$ cat config.mk
export PLATFORM = sky130hd
export DESIGN_NAME = spi_mode0_register_transaction_master
export DESIGN_NICKNAME = d
export VERILOG_FILES = /design/src/rtl/core/smtm_pkg.sv /design/src/rtl/core/smtm_front.sv /design/src/rtl/core/smtm_queue.sv /design/src/rtl/core/smtm_back.sv /design/src/rtl/core/spi_mode0_register_transaction_master.sv
export SDC_FILE = /design/constraint.sdc
export NUM_CORES = 1
export LEC_CHECK = 0
export ABC_AREA = 1
export BUFFER_PORTS_ARGS = -buffer_cell sky130_fd_sc_hd__buf_2
export CAP_MARGIN = 20
export CORE_AREA = 2 2 105 66
export CTS_BUF_LIST = sky130_fd_sc_hd__clkbuf_4
export CTS_CLUSTER_SIZE = 10
export DETAILED_ROUTE_END_ITERATION = 8
export DIE_AREA = 0 0 107 68
export MAX_ROUTING_LAYER = met4
export PLACE_DENSITY = 0.68
export SLEW_MARGIN = 30
export SYNTH_ARGS = -nofsm -noshare
export SYNTH_HDL_FRONTEND = slang
export SYNTH_SLANG_ARGS = --single-unit
export TNS_END_PERCENT = 1
$ cat constraint.sdc
create_clock -name clock -period 2.7 [get_ports clock]
set_input_delay 0.54 -clock clock [delete_from_list [all_inputs] [get_ports clock]]
set_output_delay 0.54 -clock clock [all_outputs]
set_load 0.01 [all_outputs]
$ cat src/rtl/core/smtm_pkg.sv
// Package of the SPI mode 0 register transaction master: types and constants.
// No dependencies; imported by every module of the block.
package smtm_pkg;

   localparam int WORD_BITS_DEFAULT   = 8;
   localparam int QUEUE_DEPTH_DEFAULT = 2;

   localparam logic [1:0] KIND_TICK = 2'd0;
   localparam logic [1:0] KIND_LOAD = 2'd1;
   localparam logic [1:0] KIND_END  = 2'd2;

   typedef enum logic [1:0] {
      OP_TICK,
      OP_LOAD,
      OP_END,
      OP_NOP
   } op_type;

   typedef struct packed {
      op_type     op;
      logic [7:0] tx_byte;
      logic       miso;
   } item_type;

   typedef struct packed {
      logic       cs_n;
      logic       sck;
      logic       mosi;
      logic       busy_res;
      logic       rx_valid;
      logic [7:0] rx_byte;
      logic       rx_is_status;
      logic       refused;
   } result_type;

   // Queue handshake between front and back.
   typedef struct packed {
      logic full;
      logic empty;
   } queue_status_type;

endpackage

$ cat src/rtl/core/smtm_front.sv
// Front end: accepts transactions and classifies the kind code into an operation.
// Depends on smtm_pkg.
module smtm_front (
   input  logic                      clock,
   input  logic                      reset,
   input  logic                      req_push,
   output logic                      req_full,
   input  logic [1:0]                req_kind,
   input  logic [7:0]                req_tx_byte,
   input  logic                      req_miso,
   input  smtm_pkg::queue_status_type q_status,
   output logic                      q_push,
   output smtm_pkg::item_type        q_item
);
   import smtm_pkg::*;

   logic     valid_ff, valid_in;
   item_type item_ff, item_in;
   logic     take;
   op_type   op_dec;

   always_comb begin
      case (req_kind)
         KIND_TICK: op_dec = OP_TICK;
         KIND_LOAD: op_dec = OP_LOAD;
         KIND_END:  op_dec = OP_END;
         default:   op_dec = OP_NOP;
      endcase
   end

   assign q_push   = valid_ff && !q_status.full;
   assign req_full = valid_ff && q_status.full;
   assign take     = req_push && !req_full;

   always_comb begin
      valid_in = valid_ff;
      item_in  = item_ff;
      if (q_push) begin
         valid_in = 1'b0;
      end
      if (take) begin
         valid_in        = 1'b1;
         item_in.op      = op_dec;
         item_in.tx_byte = req_tx_byte;
         item_in.miso    = req_miso;
      end
   end

   always_ff @(posedge clock) begin
      if (reset) begin
         valid_ff <= 1'b0;
      end else begin
         valid_ff <= valid_in;
      end
      item_ff <= item_in;
   end

   assign q_item = item_ff;

endmodule

$ cat src/rtl/core/smtm_queue.sv
// Short queue of classified operations between front and back.
// Depends on smtm_pkg.
module smtm_queue #(
   parameter int QUEUE_DEPTH = smtm_pkg::QUEUE_DEPTH_DEFAULT
) (
   input  logic                       clock,
   input  logic                       reset,
   input  logic                       push,
   input  smtm_pkg::item_type         push_item,
   input  logic                       pop,
   output smtm_pkg::item_type         head_item,
   output smtm_pkg::queue_status_type status
);
   import smtm_pkg::*;

   localparam int PTR_W = (QUEUE_DEPTH > 1) ? $clog2(QUEUE_DEPTH) : 1;
   localparam int CNT_W = $clog2(QUEUE_DEPTH + 1);
   localparam logic [PTR_W-1:0] LAST_PTR = PTR_W'(QUEUE_DEPTH - 1);
   localparam logic [CNT_W-1:0] FULL_CNT = CNT_W'(QUEUE_DEPTH);

   item_type         mem_ff [QUEUE_DEPTH];
   logic [PTR_W-1:0] wr_ptr_ff, wr_ptr_in;
   logic [PTR_W-1:0] rd_ptr_ff, rd_ptr_in;
   logic [CNT_W-1:0] count_ff, count_in;
   logic             do_push, do_pop;

   assign status.full  = (count_ff == FULL_CNT);
   assign status.empty = (count_ff == '0);
   assign do_push      = push && !status.full;
   assign do_pop       = pop && !status.empty;
   assign head_item    = mem_ff[rd_ptr_ff];

   always_comb begin
      wr_ptr_in = wr_ptr_ff;
      rd_ptr_in = rd_ptr_ff;
      count_in  = count_ff;
      if (do_push) begin
         wr_ptr_in = (wr_ptr_ff == LAST_PTR) ? '0 : wr_ptr_ff + 1'b1;
      end
      if (do_pop) begin
         rd_ptr_in = (rd_ptr_ff == LAST_PTR) ? '0 : rd_ptr_ff + 1'b1;
      end
      case ({do_push, do_pop})
         2'b10:   count_in = count_ff + 1'b1;
         2'b01:   count_in = count_ff - 1'b1;
         default: count_in = count_ff;
      endcase
   end

   always_ff @(posedge clock) begin
      if (reset) begin
         wr_ptr_ff <= '0;
         rd_ptr_ff <= '0;
         count_ff  <= '0;
      end else begin
         wr_ptr_ff <= wr_ptr_in;
         rd_ptr_ff <= rd_ptr_in;
         count_ff  <= count_in;
      end
      if (do_push) begin
         mem_ff[wr_ptr_ff] <= push_item;
      end
   end

endmodule

$ cat src/rtl/core/smtm_back.sv
// Back end: pin-level SPI shifter state and the result register.
// Depends on smtm_pkg.
module smtm_back #(
   parameter int WORD_BITS = smtm_pkg::WORD_BITS_DEFAULT
) (
   input  logic                       clock,
   input  logic                       reset,
   input  smtm_pkg::queue_status_type q_status,
   input  smtm_pkg::item_type         q_item,
   output logic                       q_pop,
   output logic                       rsp_empty,
   input  logic                       rsp_pop,
   output smtm_pkg::result_type       result
);
   import smtm_pkg::*;

   localparam int BL_W = $clog2(WORD_BITS + 1);
   localparam logic [BL_W-1:0] FULL_BITS = BL_W'(WORD_BITS);
   localparam logic [BL_W-1:0] ONE_BIT   = BL_W'(1);

   logic [WORD_BITS-1:0] shift_ff, shift_in;
   logic [BL_W-1:0]      bits_left_ff, bits_left_in;
   logic                 clk_high_ff, clk_high_in;
   logic                 select_ff, select_in;
   logic                 first_ff, first_in;
   logic                 data_ff, data_in;
   logic                 out_valid_ff, out_valid_in;
   result_type           out_ff, out_in;

   logic                 busy;
   logic                 rx_valid, rx_status, refused;
   logic [7:0]           rx_byte;
   logic [WORD_BITS:0]   shift_ext;
   logic [WORD_BITS+7:0] tx_ext, rx_ext;

   assign busy      = (bits_left_ff != '0);
   assign q_pop     = !q_status.empty && (!out_valid_ff || rsp_pop);
   assign rsp_empty = !out_valid_ff;
   assign result    = out_ff;

   assign shift_ext = {shift_ff, q_item.miso};
   assign tx_ext    = {{WORD_BITS{1'b0}}, q_item.tx_byte};
   assign rx_ext    = {8'd0, shift_ff};

   always_comb begin
      shift_in     = shift_ff;
      bits_left_in = bits_left_ff;
      clk_high_in  = clk_high_ff;
      select_in    = select_ff;
      first_in     = first_ff;
      data_in      = data_ff;
      rx_valid     = 1'b0;
      rx_byte      = 8'd0;
      rx_status    = 1'b0;
      refused      = 1'b0;
      case (q_item.op)
         OP_TICK: begin
            if (busy) begin
               if (!clk_high_ff) begin
                  // rising edge: drive top bit, sample miso
                  data_in     = shift_ff[WORD_BITS-1];
                  clk_high_in = 1'b1;
                  shift_in    = shift_ext[WORD_BITS-1:0];
               end else begin
                  clk_high_in  = 1'b0;
                  bits_left_in = bits_left_ff - 1'b1;
                  if (bits_left_ff == ONE_BIT) begin
                     rx_valid  = 1'b1;
                     rx_byte   = rx_ext[7:0];
                     rx_status = first_ff;
                     first_in  = 1'b0;
                  end
               end
            end
         end
         OP_LOAD: begin
            if (busy) begin
               refused = 1'b1;
            end else begin
               if (!select_ff) begin
                  select_in = 1'b1;
                  first_in  = 1'b1;
               end
               shift_in     = tx_ext[WORD_BITS-1:0];
               bits_left_in = FULL_BITS;
               clk_high_in  = 1'b0;
            end
         end
         OP_END: begin
            if (busy) begin
               refused = 1'b1;
            end else begin
               select_in = 1'b0;
               first_in  = 1'b0;
            end
         end
         default: begin
         end
      endcase
   end

   always_comb begin
      out_valid_in = out_valid_ff;
      out_in       = out_ff;
      if (rsp_pop && out_valid_ff) begin
         out_valid_in = 1'b0;
      end
      if (q_pop) begin
         out_valid_in        = 1'b1;
         out_in.cs_n         = !select_in;
         out_in.sck          = clk_high_in;
         out_in.mosi         = data_in;
         out_in.busy_res     = (bits_left_in != '0);
         out_in.rx_valid     = rx_valid;
         out_in.rx_byte      = rx_byte;
         out_in.rx_is_status = rx_status;
         out_in.refused      = refused;
      end
   end

   always_ff @(posedge clock) begin
      if (reset) begin
         shift_ff     <= '0;
         bits_left_ff <= '0;
         clk_high_ff  <= 1'b0;
         select_ff    <= 1'b0;
         first_ff     <= 1'b0;
         data_ff      <= 1'b0;
         out_valid_ff <= 1'b0;
      end else begin
         if (q_pop) begin
            shift_ff     <= shift_in;
            bits_left_ff <= bits_left_in;
            clk_high_ff  <= clk_high_in;
            select_ff    <= select_in;
            first_ff     <= first_in;
            data_ff      <= data_in;
         end
         out_valid_ff <= out_valid_in;
      end
      out_ff <= out_in;
   end

endmodule

$ cat src/rtl/core/spi_mode0_register_transaction_master.sv
// SPI mode 0 master, MSB first, that frames register transactions. Each request
// transaction is a half-bit tick (kind 0), a word load (kind 1) or an end mark
// (kind 2); kind 3 changes nothing. A load while chip select is inactive opens a
// transaction and its received word is flagged as the status byte. A word is
// shifted over 2*WORD_BITS ticks: the first tick of a pair drives MOSI with the
// top bit, raises SCK and samples MISO; the second lowers SCK. Loads and ends
// that arrive while a word is shifting are refused and change nothing. Every
// request transaction yields exactly one response transaction with the pin
// levels after it. Throughput is one transaction per clock while the queue
// is not empty and the result register is free or being popped; a request
// passes the front register, then a queue entry, then the result register
// before its response shows on the rsp_ ports. Depends on smtm_pkg,
// smtm_front, smtm_queue and smtm_back.
module spi_mode0_register_transaction_master #(
   parameter int WORD_BITS   = smtm_pkg::WORD_BITS_DEFAULT,
   parameter int QUEUE_DEPTH = smtm_pkg::QUEUE_DEPTH_DEFAULT
) (
   input  logic       clock,
   input  logic       reset,
   // request channel
   input  logic       req_push,
   output logic       req_full,
   input  logic [1:0] req_kind,
   input  logic [7:0] req_tx_byte,
   input  logic       req_miso,
   // response channel
   output logic       rsp_empty,
   input  logic       rsp_pop,
   output logic       rsp_cs_n,
   output logic       rsp_sck,
   output logic       rsp_mosi,
   output logic       rsp_busy_res,
   output logic       rsp_rx_valid,
   output logic [7:0] rsp_rx_byte,
   output logic       rsp_rx_is_status,
   output logic       rsp_refused
);
   import smtm_pkg::*;

   queue_status_type q_status;
   logic             q_push, q_pop;
   item_type         front_item, head_item;
   result_type       result;

   // Front: decode kind, hold one transaction until the queue takes it.
   smtm_front u_front (
      .clock       (clock),
      .reset       (reset),
      .req_push    (req_push),
      .req_full    (req_full),
      .req_kind    (req_kind),
      .req_tx_byte (req_tx_byte),
      .req_miso    (req_miso),
      .q_status    (q_status),
      .q_push      (q_push),
      .q_item      (front_item)
   );

   // Decoupling queue: front and back stall independently.
   smtm_queue #(
      .QUEUE_DEPTH (QUEUE_DEPTH)
   ) u_queue (
      .clock     (clock),
      .reset     (reset),
      .push      (q_push),
      .push_item (front_item),
      .pop       (q_pop),
      .head_item (head_item),
      .status    (q_status)
   );

   // Back: shifter state and result register; pops when the result slot frees.
   smtm_back #(
      .WORD_BITS (WORD_BITS)
   ) u_back (
      .clock     (clock),
      .reset     (reset),
      .q_status  (q_status),
      .q_item    (head_item),
      .q_pop     (q_pop),
      .rsp_empty (rsp_empty),
      .rsp_pop   (rsp_pop),
      .result    (result)
   );

   assign rsp_cs_n         = result.cs_n;
   assign rsp_sck          = result.sck;
   assign rsp_mosi         = result.mosi;
   assign rsp_busy_res     = result.busy_res;
   assign rsp_rx_valid     = result.rx_valid;
   assign rsp_rx_byte      = result.rx_byte;
   assign rsp_rx_is_status = result.rx_is_status;
   assign rsp_refused      = result.refused;

endmodule

==> results of run 1 <==
[state kept, by name (all words and copies together), names as in the netlist, 2 cells and up, named ones only]
signal and cells:
u_queue.count_ff 2, u_back.shift_ff 8, u_back.result 15, u_queue.mem_ff 22, u_back.bits_left_ff 4, u_front.q_item 11
[routing by layer]
layer  GRT usage  routed length (µm)
met4      0.0584                  53
met3      0.0810                 319
met5           -                   0
met2       0.264                2400
met1       0.251                2920
[layout make-up]
| cell class | count | share of cell area |
|---|---|---|
| Multi-Input combinational cell | 198 | 0.279 |
| Tap cell | 87 | 0.0314 |
| Clock inverter | 7 | 0.0163 |
| Timing Repair Buffer | 37 | 0.0578 |
| Sequential cell | 71 | 0.549 |
| Inverter | 41 | 0.0466 |
| Clock buffer | 9 | 0.0195 |
[logic make-up after synthesis]
kind of cell / synth area share
simple gates: 0.210
buf+inv: 0.0683
xor+xnor: 0.00853
fa+ha+maj: 0.0284
flops: 0.618
compound gates: 0.0675
[metrics by stage]
step	area (µm²)	hold WS [ns]	setup WS (ns)
final	3460	0.277	0.551
after CTS	3460	0.236	0.556
after floorplan	3080	0.421	0.646
after detailed placement	3340	0.431	0.566
after global routing	3460	0.213	0.368
after global placement	3340	0.426	0.584
[layout by cell type, fill, tap and decap left out, drive strengths merged, types with 3 or more instances in the layout]
master and n:
edfxtp 48, clkbuf 9, ha 7, dfxtp 23, clkinvlp 3, nand3 18
o21ai 16, inv 43, a21oi 20, nor2 57, nand2 69, buf 37
[worst register-to-register path, cell delays in order (launching register included)]
cell	delay [ns]
dfxtp_1	0.33
buf_4	0.17
o21ai_0	0.33
ha_1	0.43
inv_1	0.13
nor2_1	0.15
o22ai_1	0.09
inv_1	0.08
nand2_1	0.06
nor2_1	0.10
nand2_1	0.06
[power by group through the flow]
| stage | clock (mW) | combinational (mW) | sequential [mW] |
|---|---|---|---|
| floorplan | 0 | 1.23 | 1.69 |
| global placement | 0 | 1.70 | 1.66 |
| detailed placement | 0 | 1.72 | 1.67 |
| CTS | 0.629 | 1.73 | 1.64 |
| global route | 0.676 | 1.98 | 1.68 |
| finish | 0.607 | 1.72 | 1.64 |
[final timing paths]
path / end / slack (ns)
max: u_back.result[11]$_DFFE_PP_ / 0.55
min: u_front.q_item[6]$_DFFE_PP_ / 0.28
max reg2reg: u_back.result[11]$_DFFE_PP_ / 0.55
min reg2reg: u_queue.mem_ff[0][5]$_DFFE_PP_ / 0.46
==> flow_metrics.py, run 1 <==
metrics = {
    "placed_design": {
        "placedCellCount": 434,
        "gp_congestion": 0.863,
        "portBuffers": 31,
        "dp_hpwl_um": 4170,
    },
    "setup_path": {
        "cp_max_fo": 11,
        "reg2reg_depth": 10,
        "worstSetupPathType": "flip-flop to flip-flop",
        "cp.depth": 10,
        "crit_required_ns": 2.89,
        "arrival_ns": 2.34,
        "crit_family": "adder cells",
        "path_buf_inv": 3,
        "cp-end-kind": "flip-flop",
        "cpPeakStageDelay_ns": 0.43,
        "start_kind": "flip-flop",
        "crit_chain": "buf_4 -> o21ai_0 -> ha_1 -> inv_1 -> nor2_1 -> o22ai_1 -> inv_1 -> nand2_1 -> nor2_1 -> nand2_1",
        "crit_slowest_cell": "ha_1",
    },
    "die": {
        "num_rows": 23,
        "dieWidth_um": 107,
        "start_util": 0.480,
        "die_area_um2": 7280,
        "core_area_um2": 6420,
        "num_io_pins": 32,
        "die_y_um": 68,
    },
    "layout": {
        "drive_gt1_frac": 0.204,
        "area_growth_pct": 12.5,
        "insertedDiodeCount": 0,
        "nFillCells": 576,
        "instances_no_fill": 450,
        "seq_area_um2": 1900,
        "nets": 380,
        "finish.utilization": 0.540,
        "multiInputGateArea_um2": 967,
    },
    "hold_path": {
        "hp-class": "input port to flip-flop",
        "min_path_cells": 1,
        "hp-start": "req_tx_byte[5]",
    },
    "synth": {
        "synth_area_per_cell_um2": 9.59,
        "ys_seq_area_frac": 0.618,
        "synth.top_cells.by_count": "nand2_1, edfxtp_1, nor2_1",
        "synthTopCellsByArea": "edfxtp_1, dfxtp_1, nand2_1, nor2_1, inv_1",
        "yosysMostFrequentCell": "nand2_1",
        "synth_edf_count": 48,
        "yosys.area.top_type": "edfxtp_1",
        "synth_fp_nets": 343,
        "async_flop_share": 0,
        "synthCells": 321,
        "yosys_warnings": 0,
        "synth_top_area_frac": 0.468,
        "netlist_area_um2": 3080,
        "synth-seq-cells": 71,
        "synth_cell_types": 27,
        "synth_ff_type": "edfxtp_1",
    },
    "timing": {
        "fin_crit_ns": 2.15,
        "tns_ns": 0,
        "fmax_mhz": 465,
        "fin_skew_ns": 0.0149,
        "setup_viol": 0,
        "tightest_slew_ns": 0.462,
        "rsz0062_at_grt": "no",
        "hold_viol": 0,
        "drv_slew": 0,
        "min_period_over_period": 0.796,
        "slew_headroom": 0.692,
    },
    "global_route": {
        "grt_first_pass_wirelength_um": 9690,
        "grt_use_total": 0.189,
        "antenna_found_initial": 0,
        "grt_pass1_vias": 2032,
        "grt_max_degree": 29,
        "grt_overflow_total": 0,
    },
    "clock_network": {
        "cts_root_buffer": "clkbuf_4",
        "cts_setup_buffers": 0,
        "clk_pin_slew_ns": 0.12,
        "cts_buffers": 9,
        "cts_sinks": 71,
        "cts_resized": 0,
        "cts_tree": "done",
        "h-tree-depth": 3,
        "insertion_delay_ns": 0.43,
        "cts_hold_repair.buffers": 0,
        "cts_max_path_buffers": 2,
    },
    "routing": {
        "viasPerCell": 4.79,
        "vias": 2156,
        "drt_wl_total_um": 5700,
        "first_iter_violations": 131,
        "drtPass1Iterations": 4,
        "drc_errors": 0,
        "ant_nets": 0,
        "post_drt_wl_per_cell_um": 12.7,
    },
    "outcome": {
        "outcome": "finished, final reports clean",
    },
    "power": {
        "switching_share": 0.426,
        "power_frac_clock": 0.153,
        "peakVddDrop_uv": 466,
        "p_comb_frac": 0.434,
        "p_int_mw": 2.28,
        "finalPower_mw": 3.97,
        "leakagePower_nw": 1.46,
        "power_frac_seq": 0.414,
        "power_switching_mw": 1.69,
        "p_per_area_nw_per_um2": 1150,
    },
    "flow_run": {
        "cap_violations": 0,
    },
}
Power figures use the tool's default switching activity.
==> run 2, diff against run 1 <==
PLACE_DENSITY = 0.71   (was 0.68)
clock period = 1.8 ns   (was 2.7 ns; I/O delays follow)
==> run 2 against run 1 <==
Effect of this change:
- worst setup slack lost 0.54 ns
- largest cell class unchanged
- total power up 59%
- count of clock-buffer cells in the layout is the same
- clock power rose by 51%
- sequential power up 51%
- first-iteration DRC count is 15% higher
- fmax up 20%
==> flow_metrics.py, run 2 (synthesized netlist as in run 1, its figures left out) <==
metrics = {
    "timing": {
        "fin_skew_ns": 0.00955,
        "hold-worst-slack_ns": 0.0994,
        "fmax_mhz": 558,
        "fin_crit_ns": 1.79,
        "tightest_slew_ns": 0.478,
        "hold_viol": 0,
        "setup_viol": 0,
        "rsz0062_at_grt": "yes",
        "drv_slew": 0,
        "slew_headroom": 0.681,
        "tns_ns": 0,
        "min_period_over_period": 0.996,
    },
    "die": {
        "num_rows": 23,
        "start_util": 0.480,
        "core_area_um2": 6420,
        "die_area_um2": 7280,
        "dieWidth_um": 107,
        "num_io_pins": 32,
        "die_y_um": 68,
    },
    "routing": {
        "drtPass1Iterations": 4,
        "post_drt_wl_per_cell_um": 11.6,
        "ant_nets": 0,
        "first_iter_violations": 150,
        "vias": 2153,
        "viasPerCell": 4.71,
        "drt_wl_total_um": 5320,
        "drc_errors": 0,
    },
    "global_route": {
        "grt_pass1_vias": 1831,
        "grt_use_total": 0.169,
        "antenna_found_initial": 0,
        "grt_overflow_total": 0,
        "grt_max_degree": 28,
        "grt_first_pass_wirelength_um": 8710,
    },
    "setup_path": {
        "crit_slowest_cell": "dfxtp_2",
        "cpPeakStageDelay_ns": 0.35,
        "arrival_ns": 1.99,
        "start_kind": "flip-flop",
        "crit_chain": "inv_2 -> or2_4 -> o21ai_4 -> inv_2 -> ha_4 -> buf_6 -> nor2_4 -> o22ai_2 -> inv_1 -> nand2_1 -> nor2_2 -> nand2_1",
        "crit_required_ns": 1.99,
        "cp_max_fo": 5,
        "crit_family": "simple AND/OR/NAND/NOR gates",
        "rrSetupSlack_ns": 0.007,
        "worstSetupPathType": "flip-flop to flip-flop",
        "path_buf_inv": 4,
        "cp-end-kind": "flip-flop",
    },
    "placed_design": {
        "dp_hpwl_um": 3790,
        "gp_congestion": 0.876,
        "portBuffers": 31,
        "placedCellCount": 438,
        "place_area_um2": 3410,
    },
    "layout": {
        "largest_reg_flops": 22,
        "layout_common_cells": "nand2_1, edfxtp_1, nor2_1",
        "instances_no_fill": 457,
        "drive_gt1_frac": 0.281,
        "nFillCells": 549,
        "area_growth_pct": 17.9,
        "fin_area_um2": 3630,
        "insertedDiodeCount": 0,
        "layout.cells.most_common": "nand2_1",
        "top_register": "u_queue.mem_ff",
        "nets": 387,
    },
    "power": {
        "p_per_area_nw_per_um2": 1740,
        "leakagePower_nw": 1.51,
        "peakVddDrop_uv": 580,
    },
    "clock_network": {
        "cts_root_buffer": "clkbuf_4",
        "cts_sinks": 71,
        "cts_hold_repair.buffers": 0,
        "cts_buffers": 9,
        "cts_max_path_buffers": 2,
        "cts_tree": "done",
        "insertion_delay_ns": 0.42,
        "clk_pin_slew_ns": 0.13,
        "h-tree-depth": 3,
    },
    "flow_run": {
        "cap_violations": 0,
    },
    "hold_path": {
        "hp-start": "req_tx_byte[0]",
        "hp-class": "input port to flip-flop",
    },
    "outcome": {
        "outcome": "finished, final reports clean",
    },
}
-- run 2: changes by cell type in the layout (fill, tap and decap cells not counted), moves of 3 or more --
cell / before / now
nand2_1: 66 / 62
buf_4: 6 / 11
nor2_1: 46 / 40
inv_1: 36 / 30
nor2_2: 9 / 14
inv_2: 3 / 7
nand2_2: 2 / 5
-- run 2: cell type report --
cell class              instances  area [µm²]  area share
repair buffers                 44         260      0.0717
inverters                      41         166      0.0458
clock inverters                 7        61.3      0.0169
multi-input cells             198        1060       0.292
clock buffers                   9        67.6      0.0186
well taps                      87         109      0.0300
flip-flops and latches         71        1900       0.525
-- run 2: where the power goes --
group / switching, mW / internal, mW / total [mW] / leakage (nW)
clock network: 0.606 / 0.308 / 0.914 / 0.0655
registers: 0.201 / 2.27 / 2.47 / 0.644
logic: 1.87 / 1.08 / 2.95 / 0.800
total: 2.67 / 3.65 / 6.33 / 1.51
-- run 2: timing repair --
item                       4_1_cts  5_1_grt
pin swaps                        0        5
cloned                           0        0
gates resized for setup          4       15
setup buffers                    1        2
hold endpoints to repair         0        0
setup endpoints to repair        8       25
-- run 2: stage by stage --
step                power, mW  utilization  setup slack, ns
finish                   6.33        0.566          0.00655
detailed placement       5.17        0.531          -0.0186
global placement         5.11        0.531           0.0166
CTS                      6.18        0.557          0.00227
global route             6.84        0.566           -0.125
floorplan                4.51            -         -0.00433
-- run 2: path summary, 6_finish.rpt --
| path | endpoint | cells after the start |
|---|---|---|
| setup / recovery | u_back.result[11]$_DFFE_PP_ | 12 |
| hold / removal | u_front.q_item[1]$_DFFE_PP_ | 1 |
| setup reg to reg | u_back.result[11]$_DFFE_PP_ | 12 |
| hold reg to reg | flip-flop | 1 |
-- run 2: worst reg2reg max path, cell delays in order (launching register included) --
cell	delay [ns]
dfxtp_2	0.35
inv_2	0.05
or2_4	0.25
o21ai_4	0.09
inv_2	0.07
ha_4	0.18
buf_6	0.12
nor2_4	0.11
o22ai_2	0.07
inv_1	0.09
nand2_1	0.06
nor2_2	0.07
nand2_1	0.05
-- run 2: layer usage --
layer	track usage	vias up	part of all wire
met4	0.0828	0	0.018
li1	-	1129	-
met1	0.230	946	0.50
met3	0.0571	9	0.072
met5	-	-	0
met2	0.226	69	0.41
==> run 3, diff against run 2 <==
==> constraint.sdc (replaced) <==
create_clock -name clock -period 1.8 [get_ports clock]
set_input_delay 0.54 -clock clock [delete_from_list [all_inputs] [get_ports clock]]
set_output_delay 0.54 -clock clock [all_outputs]
set_load 0.01 [all_outputs]
==> run 3 against run 2 <==
Effect of this change:
- routed wire length increased by 1.7%
- clock skew increased by 0.0020 ns
- count of clock-buffer cells in the layout unchanged
- critical path depth decreased by 2
- total power increased by 1.8%
- die area unchanged
- worst setup slack improved by 0.076 ns
- flip-flop and latch count unchanged
- via count increased by 0.93%
- highest routed layer unchanged
==> flow_metrics.py, run 3 (synthesized netlist as in run 1, its figures left out) <==
metrics = {
    "power": {
        "peakVddDrop_uv": 765,
        "leakagePower_nw": 1.54,
        "p_per_area_nw_per_um2": 1760,
    },
    "setup_path": {
        "cp-end-kind": "flip-flop",
        "cp_max_fo": 11,
        "crit_required_ns": 1.99,
        "start_kind": "flip-flop",
        "reg2reg_depth": 10,
        "arrival_ns": 1.91,
        "worstSetupPathType": "flip-flop to flip-flop",
    },
    "global_route": {
        "grt_overflow_total": 0,
        "grt_use_total": 0.171,
        "grt_pass1_vias": 1892,
        "grt_first_pass_wirelength_um": 8840,
        "grt_max_degree": 18,
        "antenna_found_initial": 0,
    },
    "hold_path": {
        "min_path_cells": 1,
        "hp-class": "input port to flip-flop",
    },
    "layout": {
        "drive_gt1_frac": 0.304,
        "layout.cells.most_common": "nand2_1",
        "layout_common_cells": "nand2_1, edfxtp_1, nor2_1",
        "largest_reg_flops": 22,
        "top_register": "u_queue.mem_ff",
        "insertedDiodeCount": 0,
        "area_growth_pct": 19.2,
        "instances_no_fill": 459,
        "nets": 389,
    },
    "die": {
        "dieWidth_um": 107,
        "die_area_um2": 7280,
        "num_io_pins": 32,
        "num_rows": 23,
        "start_util": 0.480,
        "core_area_um2": 6420,
        "die_y_um": 68,
    },
    "clock_network": {
        "cts_hold_repair.buffers": 0,
        "cts_buffers": 9,
        "cts_max_path_buffers": 2,
        "cts_root_buffer": "clkbuf_4",
        "cts_sinks": 71,
        "h-tree-depth": 3,
        "cts_tree": "done",
        "clk_pin_slew_ns": 0.12,
        "insertion_delay_ns": 0.42,
    },
    "routing": {
        "first_iter_violations": 119,
        "drtPass1Iterations": 4,
        "vias": 2173,
        "drt_wl_total_um": 5410,
        "post_drt_wl_per_cell_um": 11.8,
        "ant_nets": 0,
        "viasPerCell": 4.73,
        "drc_errors": 0,
    },
    "placed_design": {
        "dp_hpwl_um": 3880,
        "gp_congestion": 0.842,
        "portBuffers": 31,
        "placedCellCount": 441,
    },
    "timing": {
        "fin_crit_ns": 1.72,
        "min_period_over_period": 0.954,
        "slew_headroom": 0.739,
        "hold-worst-slack_ns": 0.287,
        "tightest_slew_ns": 0.392,
        "fmax_mhz": 582,
        "rsz0062_at_grt": "yes",
        "hold_viol": 0,
        "drv_slew": 0,
        "fin_skew_ns": 0.0115,
        "setup_viol": 0,
    },
    "outcome": {
        "outcome": "finished, final reports clean",
    },
    "flow_run": {
        "cap_violations": 0,
    },
}
-- run 3: timing repair --
action                                  CTS  global route
endpoints found under the setup margin   20            26
cloned                                    0             0
gates resized for setup                   8            19
buffers inserted                          0             2
hold endpoints to repair                  0             0
pin swaps                                 0             7
-- run 3: where the power goes --
group,leakage (nW),total [mW],switching [mW],internal (mW)
clock,0.0773,1.03,0.595,0.437
sequential,0.645,2.48,0.214,2.27
combinational,0.813,2.93,1.84,1.09
total,1.54,6.44,2.65,3.79
-- run 3: final timing paths --
| path | slack [ns] | end | startpoint |
|---|---|---|---|
| max reg2reg | 0.08 | u_back.result[11]$_DFFE_PP_ | flip-flop |
| min reg2reg | 0.46 | u_queue.mem_ff[0][8]$_DFFE_PP_ | u_front.q_item[8]$_DFFE_PP_ |
| min | 0.29 | u_front.q_item[9]$_DFFE_PP_ | req_kind[0] |
| max | 0.08 | u_back.result[11]$_DFFE_PP_ | flip-flop |
-- run 3: per-layer routing --
metal	routed length [µm]	track usage
met1	2690	0.227
met2	2230	0.239
met3	420	0.0581
met4	65	0.0731
met5	0	-
-- run 3: stage by stage --
step                total power [mW]  setup TNS (ns)   util  cell area, µm²  setup slack [ns]
floorplan                       4.50          -0.203      -            3140           -0.0503
global placement                5.15        -0.00642  0.534            3430          -0.00642
detailed placement              5.22          -0.408  0.534            3430           -0.0667
CTS                             6.35         -0.0388  0.563            3610           -0.0155
global route                    6.96         -0.0599  0.572            3670           -0.0428
finish                          6.44               0  0.572            3670            0.0828
-- run 3: final cells by class --
type	count	area [µm²]
Multi-Input combinational cell	198	1070
Sequential cell	71	1910
Inverter	41	166
Clock inverter	7	77.6
Timing Repair Buffer	46	268
Clock buffer	9	67.6
Fill cell	581	2750
Tap cell	87	109
-- run 3: critical path, stage by stage (launching register included) --
cell	delay [ns]
dfxtp_2	0.34
buf_4	0.18
o21ai_4	0.23
ha_4	0.22
inv_2	0.07
nand2_2	0.10
nand2_4	0.07
nand2_2	0.07
nand2_1	0.05
nor2_1	0.10
nand2_1	0.06
